--- src/sv/lzw_variable_width_decoder_macros.svh ---
// Assertion helpers shared by the decoder RTL.
`ifndef LZW_VARIABLE_WIDTH_DECODER_MACROS_SVH
`define LZW_VARIABLE_WIDTH_DECODER_MACROS_SVH

// Condition holds at every edge outside reset.
`define LZWD_ASSERT(label, cond, msg) \
   label: assert property (@(posedge clock) disable iff (reset) (cond)) else $error(msg);

// Consequence holds in the cycle after the antecedent.
`define LZWD_ASSERT_NEXT(label, ante, cons, msg) \
   label: assert property (@(posedge clock) disable iff (reset) (ante) |=> (cons)) else $error(msg);

`endif

--- src/sv/lzwd_pkg.sv ---
package lzwd_pkg;

   localparam int START_CODE_BITS = 9;
   localparam int DICT_BASE       = 'h102;
   localparam int LITERAL_LIMIT   = 'h100;

   localparam logic CMD_PUSH = 1'b0;
   localparam logic CMD_PULL = 1'b1;

   localparam logic [1:0] STATUS_ACCEPTED = 2'd0;
   localparam logic [1:0] STATUS_REFUSED  = 2'd1;
   localparam logic [1:0] STATUS_OUTPUT   = 2'd2;
   localparam logic [1:0] STATUS_NONE     = 2'd3;

   typedef struct packed {
      logic       command;
      logic [7:0] compressed_byte;
      logic       end_of_stream;
   } req_type;

   typedef struct packed {
      logic [1:0] status;
      logic [7:0] out_byte;
      logic       string_end;
      logic       stream_end;
   } rsp_type;

   typedef enum logic [3:0] {
      ST_CLEAR,
      ST_IDLE,
      ST_PULL,
      ST_HEAD_WALK,
      ST_HEAD_WAIT,
      ST_INSERT,
      ST_STACK_START,
      ST_STACK_WAIT,
      ST_STACK_WALK,
      ST_FINISH
   } state_type;

endpackage

--- src/sv/lzwd_req_fifo.sv ---
module lzwd_req_fifo import lzwd_pkg::*; (
   input  logic    clock,
   input  logic    reset,
   input  logic    push,
   input  req_type push_data,
   output logic    full,
   input  logic    pop,
   output logic    empty,
   output req_type pop_data
);

   req_type    entry_ff [2];
   logic       wr_ptr_ff, wr_ptr_in;
   logic       rd_ptr_ff, rd_ptr_in;
   logic [1:0] count_ff, count_in;
   logic       do_push, do_pop;

   assign full     = (count_ff == 2'd2);
   assign empty    = (count_ff == 2'd0);
   assign pop_data = entry_ff[rd_ptr_ff];
   assign do_push  = push && !full;
   assign do_pop   = pop && !empty;

   always_comb begin
      wr_ptr_in = do_push ? ~wr_ptr_ff : wr_ptr_ff;
      rd_ptr_in = do_pop ? ~rd_ptr_ff : rd_ptr_ff;
      count_in  = count_ff + {1'b0, do_push} - {1'b0, do_pop};
   end

   always_ff @(posedge clock) begin
      if (reset) begin
         wr_ptr_ff <= 1'b0;
         rd_ptr_ff <= 1'b0;
         count_ff  <= 2'd0;
      end else begin
         wr_ptr_ff <= wr_ptr_in;
         rd_ptr_ff <= rd_ptr_in;
         count_ff  <= count_in;
      end
   end

   always_ff @(posedge clock) begin
      if (do_push) begin
         entry_ff[wr_ptr_ff] <= push_data;
      end
   end

endmodule

--- config.mk ---
export PLATFORM = sky130hd
export DESIGN_NAME = lzwd_req_fifo
export DESIGN_NICKNAME = d
export VERILOG_FILES = /design/src/sv/lzw_variable_width_decoder_macros.svh /design/src/sv/lzwd_pkg.sv /design/src/sv/lzwd_req_fifo.sv
export SDC_FILE = /design/constraint.sdc
export NUM_CORES = 1
export LEC_CHECK = 0
export ABC_AREA = 1
export BUFFER_PORTS_ARGS = -buffer_cell sky130_fd_sc_hd__buf_2
export CORE_UTILIZATION = 36
export CTS_CLUSTER_SIZE = 30
export DETAILED_ROUTE_END_ITERATION = 8
export HOLD_SLACK_MARGIN = 0.08
export SYNTH_ARGS = -nofsm -noshare
export SYNTH_HDL_FRONTEND = slang
export SYNTH_SLANG_ARGS = --single-unit
--- constraint.sdc ---
create_clock -name clock -period 1.51 [get_ports clock]
set_input_delay 0.302 -clock clock [delete_from_list [all_inputs] [get_ports clock]]
set_output_delay 0.302 -clock clock [all_outputs]
set_load 0.01 [all_outputs]
==> results of run 1 <==
kinds of logic (layout without fill, tap and decap cells):
family	count (synthesis)	after routing	share of synthesized area (%)
compound gates	2	2	0.983
fa+ha+maj	2	2	2.46
buf+inv	11	43	4.79
flops	25	25	68.8
mux	10	10	14.7
simple gates	20	20	8.23
state kept, by name, summed over array words and instances, names as in the netlist, named ones only:
signal and count:
entry_ff 20, count_ff 2, rd_ptr_ff 1, wr_ptr_ff 1
where the power goes:
| group | leakage, nW | internal (W) | switching [W] | total (W) |
|---|---|---|---|---|
| Combinational | 0.325 | 0.000461 | 0.000379 | 0.000840 |
| Clock | 0.0177 | 0.0000989 | 0.000186 | 0.000285 |
| Sequential | 0.229 | 0.000891 | 0.0000583 | 0.000949 |
per-stage QoR:
stage	area [um^2]	setup WS, ns	hold slack (ns)	instances
global placement	1210	0.0933	0.474	128
floorplan	1020	0.0817	0.373	70
detailed placement	1210	0.0201	0.475	128
CTS	1300	-0.0515	0.133	132
finish	1320	-0.0408	0.138	132
global route	1320	-0.0873	0.141	132
worst max-delay path, cell delays in order, from the launching register on:
cell,delay [ns]
dfxtp_2,0.36
buf_12,0.14
mux2_4,0.31
buf_6,0.12
repair_timing:
action,4_1_cts,5_1_grt
setup buffers,0,0
pin swaps,0,2
resized for setup,11,8
hold endpoints to repair,0,0
endpoints found under the setup margin,10,11
routing by layer:
layer | part of all wire, % | vias up | routed length [um] | global-route usage [%]
li1 | - | 301 | - | -
met1 | 42 | 269 | 626 | 12.0
met2 | 52 | 18 | 784 | 18.5
met3 | 4.6 | 4 | 69 | 2.46
met4 | 1.6 | 0 | 24 | 5.00
met5 | 0 | - | 0 | 0
area by class of cell:
type | instances | area (um^2)
clock buffers | 3 | 22.5
clock inverters | 1 | 5.00
fillers | 235 | 1250
inverters | 10 | 37.5
multi-input cells | 34 | 280
flip-flops and latches | 25 | 704
well taps | 30 | 37.5
repair buffers | 29 | 230
path summary, 6_finish.rpt:
check | startpoint | end | slack (ns) | depth (start not counted)
hold / removal | reset | count_ff[0] | 0.14 | 2
setup / recovery | flip-flop | pop_data[2] | -0.04 | 3
setup reg to reg | count_ff[1] | count_ff[1] | 0.08 | 10
hold reg to reg | rd_ptr_ff | rd_ptr_ff | 0.53 | 2
cell usage in the layout (no fill, tap or decap), drive strengths merged:
cell type / netlist / layout
a21oi: 2 / 2
buf: 1 / 29
clkbuf: 0 / 3
clkinv: 0 / 1
dfxtp: 5 / 5
edfxtp: 20 / 20
ha: 2 / 2
inv: 10 / 10
mux2: 10 / 10
nand2: 8 / 8
nand3: 3 / 3
nor2: 9 / 9
==> out/qor.yml, run 1 <==
start_util_pct: 39.7
nNetsFinal: 119
synth_nets: 86
place.gp.congestion: 0.727
hold_class: "in2reg"
io_pins: 26
path_class: "reg2out"
route.detailed.wl_per_inst_um: 11.4
finalSetupTns_ns: -0.354
die_h_um: 55.2
worst-path-max-fanout: 10
grt_overflow: 0
cts_sinks: 25
root_buffer: "clkbuf_4"
portBuffers: 25
fmax_mhz: 645
p_leak_nw: 0.572
max_slew_margin_pct: 91.1
die_area_um2: 3050
path_clk_slew_ns: 0.13
fin_crit_ns: 1.55
drc: 0
synth-warning-count: 0
rows: 18
numCtsBuffers: 3
finalMaxSlewViolations: 0
diodes: 0
grt_max_degree: 15
via_per_inst: 4.48
rsz0062_at_grt: "true"
synth_ff_type: "edfxtp_1"
ys_ff_latch: 25
drtIter0Drc: 3
grt_first_pass_wirelength_mm: 2.18
vdd_drop_max_mv: 1.09
hpwl_mm: 1.14
hold_viol_final: 0
synth_edf_count: 20
worst_ep_arrival_time_ns: 1.25
clock_latency_ns: 0.31
htree_levels: 1
skew_ns: 0.00910
fin_util_pct: 51.3
grt_pass1_vias: 547
setup_ws_ns: -0.0408
tightest_slew_ns: 0.133
synth_area_um2: 1020
finalCritPeriodShare_pct: 103
ant_nets: 0
cts.path.max_buffers: 2
synth_cells: 70
routed-via-count: 592
async_reset_ff_share_pct: 0
core_region_area_um2: 2570
drive_gt1_share_pct: 52.9
status: "finished, violations left"
synth_top_area_share_pct: 59.0
synth_most_common_cell: "edfxtp_1"
finalPower_w: 0.00207
required_ns: 1.21
violations: "negative setup slack"
synth_area_per_cell_um2: 14.5
tritoncts: "built"
grt_usage_pct: 10.5
synth_seq_area_share_pct: 68.8
maxCapViolations: 0
synth_top_cell_by_area: "edfxtp_1"
dr.pass1.iters: 4
synth_common_cells: "edfxtp_1, inv_1, mux2_4"
critPathLaunchType: "flip-flop"
ys_top_cells_by_area: "edfxtp_1, mux2_4, dfxtp_1, inv_1, nand2_1"
setup_viol: 10
power_density_nw_per_um2: 1570
routed_wl_mm: 1.51
die-width_um: 55.2
ys_types: 11
area_growth_pct: 29.4
endpoint_kind: "output port"
ctsHoldBuffers: 0
antenna_found_initial: 0
(Power assumes the default switching activity.)
==> inputs of run 2 (changes only) <==
--- a/config.mk
+++ b/config.mk
@@ -7,10 +7,13 @@
 export LEC_CHECK = 0
 export ABC_AREA = 1
 export BUFFER_PORTS_ARGS = -buffer_cell sky130_fd_sc_hd__buf_2
+export CELL_PAD_IN_SITES_DETAIL_PLACEMENT = 1
+export CELL_PAD_IN_SITES_GLOBAL_PLACEMENT = 1
 export CORE_UTILIZATION = 36
 export CTS_CLUSTER_SIZE = 30
 export DETAILED_ROUTE_END_ITERATION = 8
 export HOLD_SLACK_MARGIN = 0.08
+export PLACE_DENSITY_LB_ADDON = 0.1
 export SYNTH_ARGS = -nofsm -noshare
 export SYNTH_HDL_FRONTEND = slang
 export SYNTH_SLANG_ARGS = --single-unit
==> out/qor.yml, run 2 (synthesis results as in run 1) <==
crit_top_cell: "buf_6"
worst_ep_arrival_time_ns: 1.24
start_util_pct: 39.7
crit_buf_inv: 2
cts.path.max_buffers: 2
reg2reg_from: "count_ff[0]"
crit_path_max_incr_delay_ns: 0.37
hold_class: "in2reg"
hold_viol_final: 0
path_class: "reg2out"
routed-via-count: 621
top_register: "entry_ff"
finalMaxSlewViolations: 0
critPathLaunchType: "flip-flop"
routed_wl_mm: 1.74
ctsHoldBuffers: 0
die_area_um2: 3050
crit_chain: "buf_6 -> mux2_4 -> buf_6"
largestRegisters: "entry_ff: 20 flops, count_ff: 2 flops"
path_clk_slew_ns: 0.13
core_region_area_um2: 2570
nNetsFinal: 121
place_area_um2: 1220
endpoint_kind: "output port"
critPathTopFamily: "flip-flops"
rows: 18
drive_gt1_share_pct: 54.8
htree_levels: 1
maxCapViolations: 0
grt_overflow: 0
grt_usage_pct: 13.0
setup_ws_ns: -0.0320
grt_pass1_vias: 634
via_per_inst: 4.63
power_density_nw_per_um2: 1590
largest_reg_flops: 20
max_slew_margin_pct: 90.7
p_leak_nw: 0.591
antenna_found_initial: 0
portBuffers: 25
skew_ns: 0.000988
finalCritPeriodShare_pct: 102
grt_max_degree: 15
root_buffer: "clkbuf_4"
dp_slack_ns: -0.0489
diodes: 0
dr.pass1.iters: 4
clock_latency_ns: 0.30
fmax_mhz: 649
vdd_drop_max_mv: 0.822
cp_slowest_cell: "dfxtp_2"
drtIter0Drc: 7
tightest_slew_ns: 0.140
route.detailed.wl_per_inst_um: 13.0
final_common_cell: "edfxtp_1"
hpwl_mm: 1.32
final_cell_area_um2: 1370
tritoncts: "built"
cts_sinks: 25
area_growth_pct: 34.9
setup_viol: 10
layout_common_cells: "edfxtp_1, buf_2, buf_6"
ant_nets: 0
fin_crit_ns: 1.54
io_pins: 26
numCtsBuffers: 3
die-width_um: 55.2
drc: 0
grt_first_pass_wirelength_mm: 2.70
worstHoldStart: "reset"
worst-path-max-fanout: 5
die_h_um: 55.2
status: "finished, violations left"
violations: "negative setup slack"
required_ns: 1.21
place.gp.congestion: 0.777
rsz0062_at_grt: "true"
## run 2: power by group
group | internal (W) | switching [W]
Combinational | 0.000515 | 0.000423
Sequential | 0.000896 | 0.0000744
Clock | 0.0000986 | 0.000184
## run 2: path summary, 6_finish.rpt
kind / endpoint / slack (ns) / cells after the start
worst max-delay path: pop_data[1] / -0.03 / 3
worst min-delay path: count_ff[0] / 0.14 / 2
worst max register to register: count_ff[1] / 0.09 / 10
worst min register to register: rd_ptr_ff / 0.53 / 2
## run 2: layer usage
| layer | routed length (um) | GRT usage, % |
|---|---|---|
| met1 | 752 | 16.5 |
| met2 | 920 | 22.5 |
| met3 | 53 | 2.46 |
| met4 | 10 | 3.75 |
| met5 | 0 | 0 |
## run 2: timing repair
action / CTS / global route
resized for setup: 16 / 11
hold endpoints to repair: 0 / 0
setup endpoints to repair: 11 / 11
pin swaps: 0 / 7
buffers inserted: 0 / 1
## run 2: worst reg2reg max path, stage by stage (launching register included)
cell and delay [ns]:
dfxtp_4 0.38, nor2_4 0.14, nor2_4 0.07, ha_4 0.25, inv_1 0.03, ha_2 0.18
inv_2 0.05, nand2_2 0.05, nand3_1 0.07, nand2_1 0.05, nor2_1 0.09
## run 2: metrics by stage
stage               total power [W]  hold slack (ns)  util (%)  instances  TNS, ns
floorplan                   0.00142            0.373         -         70        0
global placement            0.00167            0.473      47.5        129        0
detailed placement          0.00169            0.475      47.5        129  -0.0489
CTS                         0.00212            0.125      51.6        133   -0.413
global route                0.00236            0.115      53.5        134   -0.849
finish                      0.00219            0.137      53.5        134   -0.223
## run 2: final cells by class
class,instances,area [um^2]
clock buffers,3,22.5
clock inverters,1,5.00
inverters,10,37.5
well taps,30,37.5
multi-input cells,34,312
flip-flops and latches,25,707
repair buffers,31,253
fillers,271,1190
